`src/rtl/lrcts_pkg.sv`:
```
// Shared definitions for the lyric timestamp parser: widths, characters,
// parse phases, the result snapshot type and the digit helpers.
// No dependencies.
package lrcts_pkg;

  localparam int MINUTE_BITS     = 14;
  localparam int SECOND_BITS     = 14;
  localparam int FRACTION_DIGITS = 3;
  localparam int FRAC_BITS       = 10;
  localparam int FCOUNT_BITS     = 2;
  localparam int TIME_BITS       = 30;

  localparam int MIN_PROD_BITS = MINUTE_BITS + 16;
  localparam int SEC_PROD_BITS = SECOND_BITS + 10;
  localparam int PROD_MAX_BITS = (MIN_PROD_BITS > SEC_PROD_BITS) ? MIN_PROD_BITS : SEC_PROD_BITS;
  localparam int SUM_BITS      = ((PROD_MAX_BITS > TIME_BITS) ? PROD_MAX_BITS : TIME_BITS) + 1;

  localparam logic [15:0] MS_PER_MINUTE = 16'd60000;
  localparam logic [9:0]  MS_PER_SECOND = 10'd1000;

  localparam logic [7:0] CH_OPEN  = 8'h5B;  // '['
  localparam logic [7:0] CH_CLOSE = 8'h5D;  // ']'
  localparam logic [7:0] CH_COLON = 8'h3A;  // ':'
  localparam logic [7:0] CH_DOT   = 8'h2E;  // '.'
  localparam logic [7:0] CH_COMMA = 8'h2C;  // ','
  localparam logic [7:0] CH_ZERO  = 8'h30;  // '0'
  localparam logic [7:0] CH_NINE  = 8'h39;  // '9'

  localparam logic STATUS_TIME = 1'b0;
  localparam logic STATUS_END  = 1'b1;

  typedef enum logic [2:0] {
    PH_OPEN,
    PH_MIN_FIRST,
    PH_MIN,
    PH_SEC_FIRST,
    PH_SEC,
    PH_FRAC,
    PH_DEAD
  } phase_t;

  typedef struct packed {
    logic                   status;
    logic [MINUTE_BITS-1:0] minutes;
    logic [SECOND_BITS-1:0] seconds;
    logic [FRAC_BITS-1:0]   fraction;
    logic [FCOUNT_BITS-1:0] fraction_count;
  } snap_t;

  // acc * 10 + d, saturating at all ones.
  function automatic logic [MINUTE_BITS-1:0] add_minute_digit(
      input logic [MINUTE_BITS-1:0] acc, input logic [3:0] d);
    logic [MINUTE_BITS+3:0] v;
    v = (MINUTE_BITS+4)'(acc) * (MINUTE_BITS+4)'(10) + (MINUTE_BITS+4)'(d);
    if (|v[MINUTE_BITS+3:MINUTE_BITS]) return '1;
    return v[MINUTE_BITS-1:0];
  endfunction

  function automatic logic [SECOND_BITS-1:0] add_second_digit(
      input logic [SECOND_BITS-1:0] acc, input logic [3:0] d);
    logic [SECOND_BITS+3:0] v;
    v = (SECOND_BITS+4)'(acc) * (SECOND_BITS+4)'(10) + (SECOND_BITS+4)'(d);
    if (|v[SECOND_BITS+3:SECOND_BITS]) return '1;
    return v[SECOND_BITS-1:0];
  endfunction

endpackage

```
`src/rtl/lrcts_parse.sv`:
```
// Byte-level parse state machine of the lyric timestamp parser, with the
// register that holds a finished timestamp snapshot. Depends on lrcts_pkg.
module lrcts_parse import lrcts_pkg::*; (
  input  logic       clk,
  input  logic       rst,
  input  logic       take,
  input  logic [7:0] byte_value,
  input  logic       restart,
  input  logic       snap_ready,
  output logic       snap_valid,
  output snap_t      snap
);

  phase_t                 phase, phase_next, cur_phase;
  logic [MINUTE_BITS-1:0] minutes_acc, minutes_next, cur_minutes;
  logic [SECOND_BITS-1:0] seconds_acc, seconds_next, cur_seconds;
  logic [FRAC_BITS-1:0]   fraction_acc, fraction_next, cur_fraction;
  logic [FCOUNT_BITS-1:0] fraction_count, fcount_next, cur_fcount;
  logic                   is_digit;
  logic [3:0]             digit;
  logic                   emit;
  logic                   finish;
  logic [FRAC_BITS+3:0]   frac_wide;

  // A restart clears the parse state before this byte is looked at.
  assign cur_phase    = restart ? PH_OPEN : phase;
  assign cur_minutes  = restart ? '0 : minutes_acc;
  assign cur_seconds  = restart ? '0 : seconds_acc;
  assign cur_fraction = restart ? '0 : fraction_acc;
  assign cur_fcount   = restart ? '0 : fraction_count;

  assign is_digit  = (byte_value >= CH_ZERO) && (byte_value <= CH_NINE);
  assign digit     = is_digit ? 4'(byte_value - CH_ZERO) : 4'd0;
  assign frac_wide = (FRAC_BITS+4)'(cur_fraction) * (FRAC_BITS+4)'(10) + (FRAC_BITS+4)'(digit);

  always_comb begin
    phase_next = PH_DEAD;
    unique case (cur_phase)
      PH_OPEN: begin
        phase_next = (byte_value == CH_OPEN) ? PH_MIN_FIRST : PH_DEAD;
      end
      PH_MIN_FIRST: begin
        phase_next = is_digit ? PH_MIN : PH_DEAD;
      end
      PH_MIN: begin
        if (is_digit) phase_next = PH_MIN;
        else if (byte_value == CH_COLON) phase_next = PH_SEC_FIRST;
        else phase_next = PH_DEAD;
      end
      PH_SEC_FIRST: begin
        phase_next = is_digit ? PH_SEC : PH_DEAD;
      end
      PH_SEC: begin
        if (is_digit) phase_next = PH_SEC;
        else if (byte_value == CH_DOT || byte_value == CH_COMMA) phase_next = PH_FRAC;
        else if (byte_value == CH_CLOSE) phase_next = PH_OPEN;
        else phase_next = PH_DEAD;
      end
      PH_FRAC: begin
        if (is_digit) phase_next = PH_FRAC;
        else if (byte_value == CH_CLOSE) phase_next = PH_OPEN;
        else phase_next = PH_DEAD;
      end
      default: begin
        phase_next = PH_DEAD;
      end
    endcase
  end

  always_comb begin
    emit          = 1'b0;
    finish        = 1'b0;
    minutes_next  = cur_minutes;
    seconds_next  = cur_seconds;
    fraction_next = cur_fraction;
    fcount_next   = cur_fcount;
    if (cur_phase != PH_DEAD && phase_next == PH_DEAD) begin
      emit = 1'b1;
    end else if (cur_phase != PH_OPEN && phase_next == PH_OPEN) begin
      emit   = 1'b1;
      finish = 1'b1;
    end else if (is_digit) begin
      unique case (cur_phase)
        PH_MIN_FIRST, PH_MIN: minutes_next = add_minute_digit(cur_minutes, digit);
        PH_SEC_FIRST, PH_SEC: seconds_next = add_second_digit(cur_seconds, digit);
        PH_FRAC: begin
          if (32'(cur_fcount) < FRACTION_DIGITS) begin
            fraction_next = frac_wide[FRAC_BITS-1:0];
            fcount_next   = cur_fcount + FCOUNT_BITS'(1);
          end
        end
        default: ;
      endcase
    end
    if (emit) begin
      minutes_next  = '0;
      seconds_next  = '0;
      fraction_next = '0;
      fcount_next   = '0;
    end
  end

  always_ff @(posedge clk) begin
    if (rst) begin
      phase          <= PH_OPEN;
      minutes_acc    <= '0;
      seconds_acc    <= '0;
      fraction_acc   <= '0;
      fraction_count <= '0;
    end else if (take) begin
      phase          <= phase_next;
      minutes_acc    <= minutes_next;
      seconds_acc    <= seconds_next;
      fraction_acc   <= fraction_next;
      fraction_count <= fcount_next;
    end
  end

  always_ff @(posedge clk) begin
    if (rst) begin
      snap_valid <= 1'b0;
    end else if (snap_ready) begin
      snap_valid <= take && emit;
    end
  end

  always_ff @(posedge clk) begin
    if (snap_ready) begin
      snap.status         <= finish ? STATUS_TIME : STATUS_END;
      snap.minutes        <= finish ? cur_minutes : '0;
      snap.seconds        <= finish ? cur_seconds : '0;
      snap.fraction       <= finish ? cur_fraction : '0;
      snap.fraction_count <= finish ? cur_fcount : '0;
    end
  end

endmodule

```
`src/rtl/lrcts_time.sv`:
```
// Millisecond arithmetic of the lyric timestamp parser: constant products
// in one stage, sum and saturation in the output stage. Depends on lrcts_pkg.
module lrcts_time import lrcts_pkg::*; (
  input  logic                 clk,
  input  logic                 rst,
  input  logic                 snap_valid,
  input  snap_t                snap,
  output logic                 snap_ready,
  output logic                 out_valid,
  input  logic                 out_stall,
  output logic [TIME_BITS-1:0] time_ms,
  output logic                 status
);

  logic                     prod_valid;
  logic                     prod_status;
  logic [MIN_PROD_BITS-1:0] min_prod;
  logic [SEC_PROD_BITS-1:0] sec_prod;
  logic [FRAC_BITS-1:0]     frac_ms;
  logic [FRAC_BITS-1:0]     frac_scaled;
  logic                     out_ready;
  logic [SUM_BITS-1:0]      sum;
  logic [SUM_BITS-1:0]      time_max_wide;

  assign out_ready  = !out_valid || !out_stall;
  assign snap_ready = !prod_valid || out_ready;

  // Kept fraction digits are scaled up to three digits of milliseconds.
  always_comb begin
    unique case (snap.fraction_count)
      FCOUNT_BITS'(1): frac_scaled = FRAC_BITS'(snap.fraction * FRAC_BITS'(100));
      FCOUNT_BITS'(2): frac_scaled = FRAC_BITS'(snap.fraction * FRAC_BITS'(10));
      default:         frac_scaled = snap.fraction;
    endcase
  end

  always_ff @(posedge clk) begin
    if (rst) begin
      prod_valid <= 1'b0;
    end else if (snap_ready) begin
      prod_valid <= snap_valid;
    end
  end

  always_ff @(posedge clk) begin
    if (snap_ready) begin
      prod_status <= snap.status;
      min_prod    <= MIN_PROD_BITS'(snap.minutes) * MIN_PROD_BITS'(MS_PER_MINUTE);
      sec_prod    <= SEC_PROD_BITS'(snap.seconds) * SEC_PROD_BITS'(MS_PER_SECOND);
      frac_ms     <= frac_scaled;
    end
  end

  assign sum = SUM_BITS'(min_prod) + SUM_BITS'(sec_prod) + SUM_BITS'(frac_ms);
  assign time_max_wide = {{(SUM_BITS-TIME_BITS){1'b0}}, {TIME_BITS{1'b1}}};

  always_ff @(posedge clk) begin
    if (rst) begin
      out_valid <= 1'b0;
    end else if (out_ready) begin
      out_valid <= prod_valid;
    end
  end

  always_ff @(posedge clk) begin
    if (out_ready) begin
      status  <= prod_status;
      time_ms <= (sum > time_max_wide) ? '1 : sum[TIME_BITS-1:0];
    end
  end

endmodule

```
`src/rtl/lrc_timestamp_parser_top.sv`:
```
// Top level of the lyric timestamp parser: byte handshake, parse state
// machine and millisecond arithmetic. Depends on lrcts_pkg, lrcts_parse, lrcts_time.
//
// A result appears on the output once the byte that completes or breaks a
// timestamp is accepted and has passed the snapshot, product and output registers.
// Throughput: one byte per cycle while in_stall is low; the parse state updates
// in the cycle of acceptance, so consecutive bytes flow without gaps.
// Reset: synchronous rst returns the parser to expecting an opening bracket
// with all accumulators cleared and empties the result pipeline.
module lrc_timestamp_parser_top import lrcts_pkg::*; (
  input  logic                 clk,
  input  logic                 rst,
  input  logic                 in_valid,
  output logic                 in_stall,
  input  logic [7:0]           byte_value,
  input  logic                 restart,
  output logic                 out_valid,
  input  logic                 out_stall,
  output logic [TIME_BITS-1:0] time_ms,
  output logic                 status
);

  logic  take;
  logic  snap_valid;
  logic  snap_ready;
  snap_t snap;

  // The input and the snapshot register move together whenever the product
  // stage can take an item, so bytes keep flowing while one result waits at
  // the output. The input is held only while the product stage is full and
  // the output is stalled.
  assign in_stall = !snap_ready;
  assign take     = in_valid && !in_stall;

  // The parser consumes every accepted byte and produces a snapshot item only
  // when a timestamp closes or the list ends.
  lrcts_parse u_parse (
    .clk        (clk),
    .rst        (rst),
    .take       (take),
    .byte_value (byte_value),
    .restart    (restart),
    .snap_ready (snap_ready),
    .snap_valid (snap_valid),
    .snap       (snap)
  );

  // The snapshot is converted to milliseconds over two registered stages.
  lrcts_time u_time (
    .clk        (clk),
    .rst        (rst),
    .snap_valid (snap_valid),
    .snap       (snap),
    .snap_ready (snap_ready),
    .out_valid  (out_valid),
    .out_stall  (out_stall),
    .time_ms    (time_ms),
    .status     (status)
  );

endmodule

```
`config.mk`:
```
export PLATFORM = sky130hd
export DESIGN_NAME = lrc_timestamp_parser_top
export DESIGN_NICKNAME = d
export VERILOG_FILES = /design/src/rtl/lrcts_pkg.sv /design/src/rtl/lrcts_parse.sv /design/src/rtl/lrcts_time.sv /design/src/rtl/lrc_timestamp_parser_top.sv
export SDC_FILE = /design/constraint.sdc
export NUM_CORES = 1
export LEC_CHECK = 0
export ABC_AREA = 1
export BUFFER_PORTS_ARGS = -buffer_cell sky130_fd_sc_hd__buf_2
export CAP_MARGIN = 25
export CORE_UTILIZATION = 25
export CTS_BUF_LIST = sky130_fd_sc_hd__clkbuf_8
export CTS_CLUSTER_SIZE = 40
export DETAILED_ROUTE_END_ITERATION = 16
export SKIP_CTS_REPAIR_TIMING = 1
export SLEW_MARGIN = 15
export SYNTH_ARGS = -nofsm -noshare
export SYNTH_HDL_FRONTEND = slang
export SYNTH_HIERARCHICAL = 1
export SYNTH_SLANG_ARGS = --single-unit
```
`constraint.sdc`:
```
create_clock -name clk -period 4.25 [get_ports clk]
set_input_delay 0.6375 -clock clk [delete_from_list [all_inputs] [get_ports clk]]
set_output_delay 0.6375 -clock clk [all_outputs]
set_load 0.02 [all_outputs]
```
Word-level counts from Yosys, hierarchy flattened
Cells that the tools add are included.
Storage, ports and cells
  flip-flop bits (word level): 175
  bits in latches: 0
  bits in writable memories: 0
  memory bits (read-only): 0
  bits of input ports: 13
  output and inout bits: 33
  memories: 0
Cells by class
  $add $sub $neg: 7
  multiply operators: 7
  divide/modulo/power cells: 0
  order comparisons: 4
  equal/unequal tests: 14
  shift-type cells: 0
  multiplexer cells: 57
  bitwise logic cells: 0
  reduce and logical (&&, ||, !) cells: 19
Operators by type and width (number)
  $mux 14: 16
  $mux 10: 7
  $add 18x4->18: 2
  $mul 14x3->17 const B: 2
  $add 30x24->31: 1
  $add 31x10->31: 1
  $gt 31x30->1 const B: 1
  $mux 3: 9
  $mul 14x11->25 const B: 1
  $eq 8x6->1 const B: 3
  $mul 14x7->21 const B: 1
  $mul 10x3->9 const B: 2
  $pmux 10 s2: 1
  $pmux 3 s6: 1
  $eq 8x7->1 const B: 2
  $mux 2: 8
  $mux 1: 14
  $add 10x4->10: 1
  $mul 10x5->8 const B: 1
  $eq 3x3->1 const B: 3
  $ge 8x6->1 const B: 1
  $le 8x6->1 const B: 1
  $reduce_or 4->1: 2
  $eq 3x2->1 const B: 2
  14 further kinds: 25

Depth between registers and ports, before layout
Gate-level depths: netlist (run 1).
  depth in word-level cells: 16
  mapped depth: 27
  depth with buffers taken out: 24

Hierarchy
Netlist (run 1), hierarchy kept.
Modules (own cells, without submodules)
  lrcts_time: times used 1, cells each 1312, area each 11275.8 sq um
  lrcts_parse: times used 1, cells each 1197, area each 7751.2 sq um
  lrc_timestamp_parser_top: times used 1, cells each 3, area each 11.3 sq um

Least setup slack after synthesis (run 1)
No wires, ideal clock.
  path type: input-to-output
  start: input port out_stall
  end: output port in_stall
  data arrival time: 3923 ps
  data required time: 3612 ps
  slack: -311 ps
  stages: 2
  path buffers: 0
  path through: nand3_1 -> inv_1
On the way
  word-level cells in the longest chain between the ends: 4
RTL lines
  from (decl): line lrc_timestamp_parser_top.sv:18  | input logic out_stall,
  $logic_not 1->1: line lrcts_time.sv:25  | assign out_ready = !out_valid || !out_stall;
  $logic_or 1x1->1: line lrcts_time.sv:25
  $logic_or 1x1->1: line lrcts_time.sv:26  | assign snap_ready = !prod_valid || out_ready;
  $logic_not 1->1: line lrc_timestamp_parser_top.sv:32  | assign in_stall = !snap_ready;
  to (decl): line lrc_timestamp_parser_top.sv:14  | output logic in_stall,
No other way between the ends.

Final worst setup path (run 1)
  start: register, netlist name u_parse/snap[29]
  end: register u_time.min_prod[25], data pin
On the way
  word-level cells in the longest chain between the ends: 1
RTL lines
  $mul 14x11->25: line lrcts_time.sv:48  | min_prod <= MIN_PROD_BITS'(snap.minutes) * MIN_PROD_BITS'(MS_PER_MINUTE);
  to (signal assigned): line lrcts_time.sv:48
  to (decl): line lrcts_time.sv:17  | logic [MIN_PROD_BITS-1:0] min_prod;
No other way between the ends.
A chain may end at the register's enable or synchronous reset.

==> results of run 1 <==
-- synthesized netlist by cell type (29+ instances only) --
cell type | count | area [um2]
a21oi_1 | 163 | 816
dfxtp_1 | 46 | 921
edfxtp_1 | 129 | 3870
fa_1 | 109 | 2180
ha_1 | 231 | 2890
inv_1 | 439 | 1650
nand2_1 | 622 | 2330
nand3_1 | 135 | 676
nand3_2 | 29 | 290
nand4_1 | 42 | 263
nor2_1 | 268 | 1010
o21ai_0 | 57 | 285
xor2_1 | 36 | 315
-- per-layer routing --
| layer | routed length, um | vias to the layer above | GRT usage |
|---|---|---|---|
| met5 | 37 | - | 0 |
| met3 | 1610 | 40 | 0.0192 |
| met1 | 23400 | 7261 | 0.169 |
| met4 | 603 | 8 | 0.0249 |
| met2 | 20300 | 222 | 0.192 |
| li1 | - | 8337 | - |
-- sequential cells by signal, summed over array words and instances (netlist names) --
register and count:
u_parse/fraction_count 2, u_time/min_prod 25, u_parse/fraction_acc 10, u_time/prod_valid 1
u_time/frac_ms 10, u_parse/snap 41, u_parse/minutes_acc 14, u_time/time_ms 30
u_parse/snap_valid 1, u_parse/phase 3, u_time/sec_prod 21, u_parse/seconds_acc 14
u_time/status 1, u_time/out_valid 1, u_time/prod_status 1
-- worst max-delay path, cell delays in order (launching register included) --
cell and delay (ns):
edfxtp_1 0.41, inv_2 0.07, fa_1 0.54, inv_1 0.05, fa_1 0.45, fa_1 0.51, inv_2 0.04, fa_1 0.49
fa_1 0.57, inv_2 0.05, ha_4 0.24, a21oi_4 0.14, o21a_1 0.19, nor2_1 0.05, nor2_1 0.13, nand3_1 0.08
nand2_1 0.06, nand2_1 0.05
-- per-stage QoR --
stage	cell area, um2	cells
5_1_grt	22000	3636
6_report	22000	3637
3_3_place_gp	21100	3590
4_1_cts	21600	3622
2_1_floorplan	19100	2512
3_5_place_dp	21200	3591
-- path summary, 6_finish.rpt --
check                                        start                   to  cells past startpoint
worst max register to register    u_parse/snap[29]  u_time/min_prod[25]                     17
worst min register to register  u_parse/snap_valid    u_time/prod_valid                      2
worst max-delay path              u_parse/snap[29]  u_time/min_prod[25]                     17
worst min-delay path            u_parse/snap_valid    u_time/prod_valid                      2
-- final cells by class --
class | count | area (um2) | share of cell area
Timing Repair Buffer | 158 | 1150 | 0.0526
Inverter | 452 | 1700 | 0.0772
Sequential cell | 175 | 4790 | 0.218
Clock inverter | 14 | 165 | 0.00752
Multi-Input combinational cell | 1851 | 12700 | 0.578
Antenna cell | 1 | 2.50 | 0.000114
Clock buffer | 17 | 234 | 0.0107
Tap cell | 969 | 1210 | 0.0552
-- power by group --
| group | switching [mW] | internal, mW | leakage (nW) |
|---|---|---|---|
| clock | 0.640 | 0.578 | 0.209 |
| sequential | 0.0145 | 1.84 | 1.94 |
| combinational | 0.169 | 0.0746 | 9.37 |
| total | 0.823 | 2.49 | 11.5 |
-- cell families after synthesis --
family          count (synthesis)  synth area share
simple gates                 1179             0.273
flops                         175             0.252
fa+ha+maj                     340             0.266
xor+xnor                       62            0.0293
compound gates                270            0.0791
buf+inv                       486             0.101
==> run metrics, run 1 <==
Seq cells post-synth ~180; Placeable Area approximately 75000 um2; layout cells sized above 1 0.139; status finished, violations left; commonest non-fill, non-tap cell in the layout nand2_1; Initial Util 0.254; CTS Root Cell clkbuf_8; DIE AREA roughly 77000 um2; pre-CTS WS -0.170 ns; Die Ht 278 um; worst setup path class register to register; ys flop type edfxtp_1; Critical Path Source Type register; Power Dens Cells between 150 and 200 nW/um2; final hold viol count 0; Final GP Congestion 0.869; Tot Pwr roughly 3.3 mW; setup tns final -0.795 ns; Async S/R FF share, synth 0; Routed WL around 46000 um; drt first pass iters 7; Die W 278 um; Fmax around 0.23 GHz; Synth Cell Area between 15000 and 20000 um2; period utilization 1.02; vias in the first global route approximately 15000; clk_lat worst skew approximately 0.52 ns; most frequent cells in the layout 610 x nand2_1, 428 x inv_1, 256 x nor2_1; synthesis warning total 6; hpwl dp between 30000 and 40000 um; Net Count, Synth around 2900; vias post-DR approximately 16000; cell leakage power 11.5 nW; Max Clock Skew 0.0178 ns; residual overflow from global routing 0; via/cell ratio between 4 and 5; first-pass GRT wire length 76000 um; Worst-Margin Slew about 0.73 ns; H-tree depth 4; Slew headroom 0.511; CP Capture Type register; Gate Count Post-Synth 2512; syn avg cell area 7.58 um2; antenna violations before repair 5; required time of the critical path between 4 and 5 ns; final slew viol count 0; clk buf depth 2; # rows 100; largest net degree at the start of global routing 86; class of the worst hold path register to register; clk sink count between 150 and 200; failing checks negative setup slack; Routed WL per cell between 10 and 15 um; fillers approximately 8000; min Tclk post-route roughly 4.3 ns; Area Overhead vs Synth 15.4%; Total Routing Usage GR 0.120; R2R Setup Slk -0.09 ns; CTS Buf Count 17; Final nets between 3000 and 4000; final hold slack roughly 0.46 ns; number of synthesized flops with an enable pin 129; crit-path max FO 4; register area share after synthesis 0.252; I/O Buffers 45; Util after Layout 0.293; I/O pin count 46; maximum vdd ir drop 0.132 mV; RSZ-0062 raised after global routing true; DRC viols 0; post-route ant nets 0; CTS clk-pin slew, worst paths around 0.1 ns; Max-Cap Viols 0; worst endpoint data arrival time 4.62 ns; final worst slack -0.0909 ns; final setup fails 13; Synth cell types 56; 1st-iter DRT viols just over 800; CTS tree done
Power figures use the tool's default switching activity.
==> inputs of run 2 (changes only) <==
--- a/constraint.sdc
+++ b/constraint.sdc
@@ -3,2 +3,2 @@
 set_output_delay 0.6375 -clock clk [all_outputs]
-set_load 0.02 [all_outputs]
+set_load 0.005 [all_outputs]
==> run 2 against run 1 <==
The flow still finishes with violations (negative setup slack). First-iteration DRC count increased by 33%. Clock skew increased by 0.0087 ns. Clock power increased by 8%. Non-clock buffer count decreased by 3. Setup slack got worse by 0.078 ns. Largest cell class unchanged.
==> run metrics, run 2 (synthesis gave the netlist of run 1 again) <==
final hold viol count 0 (unchanged); CP delay by family, top adder cells; Final Cell Area 22000 um2 (about the same); DIE AREA 77300 um2 (unchanged); failing checks negative setup slack; Tot Pwr 3.40 mW (+2.6%); vias post-DR 15900 (+0.37%); Reg power frac 0.545 (-0.014); Placeable Area 74900 um2 (unchanged); residual overflow from global routing 0 (unchanged); crit-path max FO 4 (unchanged); final hold slack 0.465 ns (+0.00402 ns); via/cell ratio 4.38 (+0.43%); required time of the critical path 4.53 ns (about the same); post-route ant nets 0 (unchanged); vias in the first global route 15300 (+1.9%); Initial Util 0.254 (unchanged); class of the worst hold path register to register; Final nets 3005 (-0.10%); pre-CTS WS -0.175 ns (-0.00483 ns); Total Routing Usage GR 0.121 (+0.00145); CP Capture Type register; top flop regs u_parse/snap x41, u_time/time_ms x30, u_time/min_prod x25; Power Dens Cells 155 nW/um2 (+2.5%); Die Ht 278 um (unchanged); cell breakdown of the critical path buf_4, fa_1, fa_1, fa_1, fa_1, inv_1, fa_1, inv_1, ha_4, nand2_2, inv_1, nand2_1, nor2_2, nand4_1, nand4_1, nand2_1; Routed WL per cell 12.7 um (+0.10%); Worst-Margin Slew 0.955 ns (+0.224 ns); Clk pwr share 0.389 (+0.022); DRC viols 0 (unchanged); first-pass GRT wire length 77100 um (+1.4%); most frequent cells in the layout 607 x nand2_1, 427 x inv_1, 258 x nor2_1; worst endpoint data arrival time 4.70 ns (+0.08 ns); maximum vdd ir drop 0.202 mV (+53%); Fmax 0.226 GHz (-1.8%); Max Clock Skew 0.0266 ns (+0.00872 ns); worst setup path class register to register; Comb pwr share 0.065 (-0.008); Worst path slowest cell fa_1; CTS tree done; CP peak stage delay 0.53 ns (-0.04 ns); CTS Root Cell clkbuf_8; switching part of the total power 0.247 (-0.00125); status finished, violations left; Largest Register u_parse/snap; max reg flops 41 (unchanged); drt first pass iters 5 (-2); final setup fails 12 (-1); cell leakage power 11.5 nW (about the same); Critical Path Source Type register; clk_lat worst skew 0.53 ns (about the same); final worst slack -0.169 ns (-0.0784 ns); Slew headroom 0.363 (-0.148); CTS Buf Count 17 (unchanged); clk buf depth 2 (unchanged); Routed WL 46000 um (about the same); period utilization 1.04 (+0.0185); P_sw 840 uW (+2.1%); I/O pin count 46 (unchanged); antenna violations before repair 4 (-1); Final GP Congestion 0.918 (+5.7%); # rows 100 (unchanged); DP Area 21100 um2 (about the same); clk sink count 175 (unchanged); CTS clk-pin slew, worst paths 0.11 ns (about the same); CP dominant cell by count fa_1; final slew viol count 0 (unchanged); Area Overhead vs Synth 15.5% (about the same); Max-Cap Viols 0 (unchanged); CP bufs+invs 4 (unchanged); internal power 2.56 mW (+2.7%); H-tree depth 4 (unchanged); Die W 278 um (unchanged); Placed Cells 3585 (-0.17%); hpwl dp 38100 um (-1.0%); 1st-iter DRT viols 1086 (+33%); I/O Buffers 45 (unchanged); min Tclk post-route 4.42 ns (+0.0784 ns); largest net degree at the start of global routing 61 (-29%); fin cells 3635 (-0.055%); layout cells sized above 1 0.142 (+0.00236); commonest non-fill, non-tap cell in the layout nand2_1; RSZ-0062 raised after global routing true
[run 2: changes by cell type in the layout (fill, tap and decap cells not counted), sizes merged]
cell / before / now
buf: 158 / 155
bufinv: 3 / 4
clkinvlp: 1 / 2
clkinv: 6 / 9
inv: 456 / 452
[run 2: power groups by stage]
stage,clock network [mW],registers [mW],logic (mW)
global route,1.43,1.86,0.247
finish,1.32,1.85,0.222
CTS,1.38,1.86,0.219
detailed placement,0,1.90,0.217
floorplan,0,1.89,0.136
global placement,0,1.90,0.212
[run 2: final timing paths]
check                           from             endpoint  slack (ns)  cells after the start
setup / recovery    u_parse/snap[30]  u_time/min_prod[26]       -0.17                     16
hold / removal    u_parse/snap_valid    u_time/prod_valid        0.47                      2
setup reg to reg    u_parse/snap[30]  u_time/min_prod[26]       -0.17                     16
hold reg to reg   u_parse/snap_valid    u_time/prod_valid        0.47                      2
[run 2: per-stage QoR]
step / util / setup TNS [ns]
2_1_floorplan: - / -0.00629
3_3_place_gp: 0.282 / -0.615
3_5_place_dp: 0.282 / -1.27
4_1_cts: 0.288 / -1.35
5_1_grt: 0.293 / -3.45
6_report: 0.293 / -1.10
[run 2: worst min-delay path, stage by stage (launching register included)]
cell and delay (ns):
dfxtp_1 0.33, inv_1 0.05, a21oi_1 0.05
[run 2: layer usage]
metal / GRT usage / share of wire / vias up
li1: - / - / 8325
met1: 0.171 / 0.50 / 7303
met2: 0.193 / 0.44 / 251
met3: 0.0209 / 0.041 / 42
met4: 0.0268 / 0.015 / 6
met5: 0 / 0.00061 / -
[run 2: cell type report]
type	instances	area, um2
Multi-Input combinational cell	1851	12700
Inverter	452	1700
Antenna cell	1	2.50
Fill cell	8035	53000
Timing Repair Buffer	155	1130
Sequential cell	175	4790
Clock inverter	15	214
Tap cell	969	1210
Clock buffer	17	234
==> inputs of run 3 (changes only) <==
- CORE_UTILIZATION: 25 -> 45
- TNS_END_PERCENT: unset -> 50
==> run 3 against run 2 <==
The run still ends with negative setup slack left. Combinational power fell by 2%. Die area down 44%. Global-route usage is 9.9 points higher. Final cell count is 13% lower. Clock power is 14% lower. Non-clock buffer count down 23. Core utilization grew 22 points. Fmax increased by 0.54%. First-iteration DRC count shrank 29%. Sequential share of layout area increased by 0.86 points. Clock skew fell by 0.011 ns. Critical path type unchanged. Highest routed layer is now met4.
==> run metrics, run 3 (synthesis gave the netlist of run 1 again) <==
class of the worst hold path register to register; vias in the first global route 15600 (+1.9%); Slew headroom 0.504 (+0.141); CTS clk-pin slew, worst paths 0.09 ns (-0.02 ns); status finished, violations left; Fmax 0.228 GHz (+0.54%); worst endpoint data arrival time 4.66 ns (-0.04 ns); cell leakage power 11.3 nW (-1.6%); cell breakdown of the critical path inv_2, fa_1, inv_1, fa_1, fa_1, inv_1, fa_1, fa_1, inv_2, ha_4, a21oi_4, o21a_1, nor2_1, nor2_1, nand3_1, nand2_1, nand2_1; I/O pin count 46 (unchanged); Power Dens Cells 151 nW/um2 (-2.1%); first-pass GRT wire length 76800 um (-0.39%); Final nets 2982 (-0.77%); post-route ant nets 0 (unchanged); Worst Setup SP u_parse/snap[29]; hold path cells 0 (-2); crit-path max FO 4 (unchanged); clk sink count 175 (unchanged); vias post-DR 16000 (+0.56%); Util after Layout 0.512 (+0.219); DIE AREA 43100 um2 (-44%); Die Ht 208 um (-25%); clk_lat worst skew 0.51 ns (-0.02 ns); Critical Path Source Type register; R2R Setup Slk -0.15 ns (+0.02 ns); hold_sp u_time/prod_status; FF-to-FF End u_time/min_prod[25]; Reg power frac 0.579 (+0.034); Max-Cap Viols 0 (unchanged); CP Capture Type register; fillers 4111 (-49%); Max Clock Skew 0.0154 ns (-0.0112 ns); setup tns final -1.23 ns (-0.138 ns); CP endpoint u_time/min_prod[25]; Routed WL 46300 um (+0.50%); Total Routing Usage GR 0.220 (+0.0985); Worst-Margin Slew 0.742 ns (-0.213 ns); largest net degree at the start of global routing 103 (+69%); commonest non-fill, non-tap cell in the layout nand2_1; antenna violations before repair 0 (-4); via/cell ratio 5.05 (+15%); I/O Buffers 45 (unchanged); CTS Buf Count 17 (unchanged); internal power 2.35 mW (-8.3%); top flop regs u_parse/snap x41, u_time/time_ms x30, u_time/min_prod x25; most frequent cells in the layout 611 x nand2_1, 430 x inv_1, 258 x nor2_1; layout cells sized above 1 0.130 (-0.0116); CP dominant cell by count fa_1; Placeable Area 41300 um2 (-45%); worst setup path class register to register; Initial Util 0.461 (+0.207); hpwl dp 38700 um (+1.5%); Area Overhead vs Synth 11.1%; r2r worst-path depth 17 (+1); Routed WL per cell 14.6 um (+15%); Clk pwr share 0.353 (-0.036); # rows 74 (-26%); final worst slack -0.145 ns (+0.0239 ns); DRC viols 0 (unchanged); failing checks negative setup slack; switching part of the total power 0.267 (+0.0196); number of diodes 0 (-1); period utilization 1.03 (-0.00561); Largest Register u_parse/snap; maximum vdd ir drop 0.135 mV (-33%); drt first pass iters 7 (+2); final hold slack 0.431 ns (-0.0343 ns); H-tree depth 4 (unchanged); RSZ-0062 raised after global routing true; Worst path slowest cell fa_1; 1st-iter DRT viols 767 (-29%); Die W 208 um (-25%); CTS Root Cell clkbuf_8; Tot Pwr 3.20 mW (-5.8%); residual overflow from global routing 0 (unchanged); CTS tree done; P_sw 854 uW (+1.6%); final setup fails 14 (+2); CP peak stage delay 0.54 ns (about the same); Comb pwr share 0.068 (+0.003); required time of the critical path 4.51 ns (-0.02 ns); max reg flops 41 (unchanged); clk buf depth 2 (unchanged); min Tclk post-route 4.40 ns (-0.0239 ns); final slew viol count 0 (unchanged); final hold viol count 0 (unchanged); pre-CTS WS -0.189 ns (-0.0140 ns); Final GP Congestion 0.976 (+6.3%); worst reg2reg startpoint u_parse/snap[29]
==> run 3: cell count changes in the layout (fill, tap and decap cells not counted), sizes merged <==
cell      change
buf          -23
bufinv        -4
inv           +3
clkinv        -2
clkinvlp      +2
clkbuf        +1
diode         -1
==> run 3: power groups by stage <==
stage	Combinational [mW]	Clock (mW)	Sequential, mW
after CTS	0.215	1.18	1.85
after global placement	0.213	0	1.89
after detailed placement	0.214	0	1.89
after floorplan	0.136	0	1.89
final	0.218	1.13	1.85
after global routing	0.240	1.23	1.86
==> run 3: final cells by class <==
| class | count | area (um2) | area share |
|---|---|---|---|
| multi-input cells | 1851 | 12700 | 0.600 |
| flip-flops and latches | 175 | 4790 | 0.227 |
| inverters | 452 | 1700 | 0.0802 |
| repair buffers | 132 | 932 | 0.0441 |
| well taps | 532 | 666 | 0.0315 |
| clock buffers | 18 | 248 | 0.0117 |
| clock inverters | 14 | 129 | 0.00609 |
==> run 3: worst min path at each step <==
stage	endpoint	slack (ns)
4_1_cts	u_time/status	0.43
6_report	u_time/status	0.43
2_1_floorplan	u_time/prod_status	0.40
3_5_place_dp	u_time/status	0.41
3_3_place_gp	u_time/status	0.40
5_1_grt	u_time/status	0.43
==> run 3: routing by layer <==
layer,part of all wire,track usage
met1,0.47,0.285
met2,0.48,0.380
met3,0.024,0.0225
met4,0.027,0.0789
met5,0,0
==> run 3: stage by stage <==
stage / instance area (um2) / instances
5_1_grt: 21200 / 3174
3_3_place_gp: 20400 / 3129
6_report: 21200 / 3174
2_1_floorplan: 19100 / 2512
4_1_cts: 20800 / 3161
3_5_place_dp: 20400 / 3129
==> run 3: worst max-delay path: cells and delay by family (launching register included) <==
| kind | cells | cell delay (ns) |
|---|---|---|
| DFF | 1 | 0.43 |
| buffers and inverters | 4 | 0.23 |
| AOI/OAI and AO/OA | 2 | 0.37 |
| and+or+nand+nor | 5 | 0.37 |
| adders and majority gates | 6 | 2.74 |
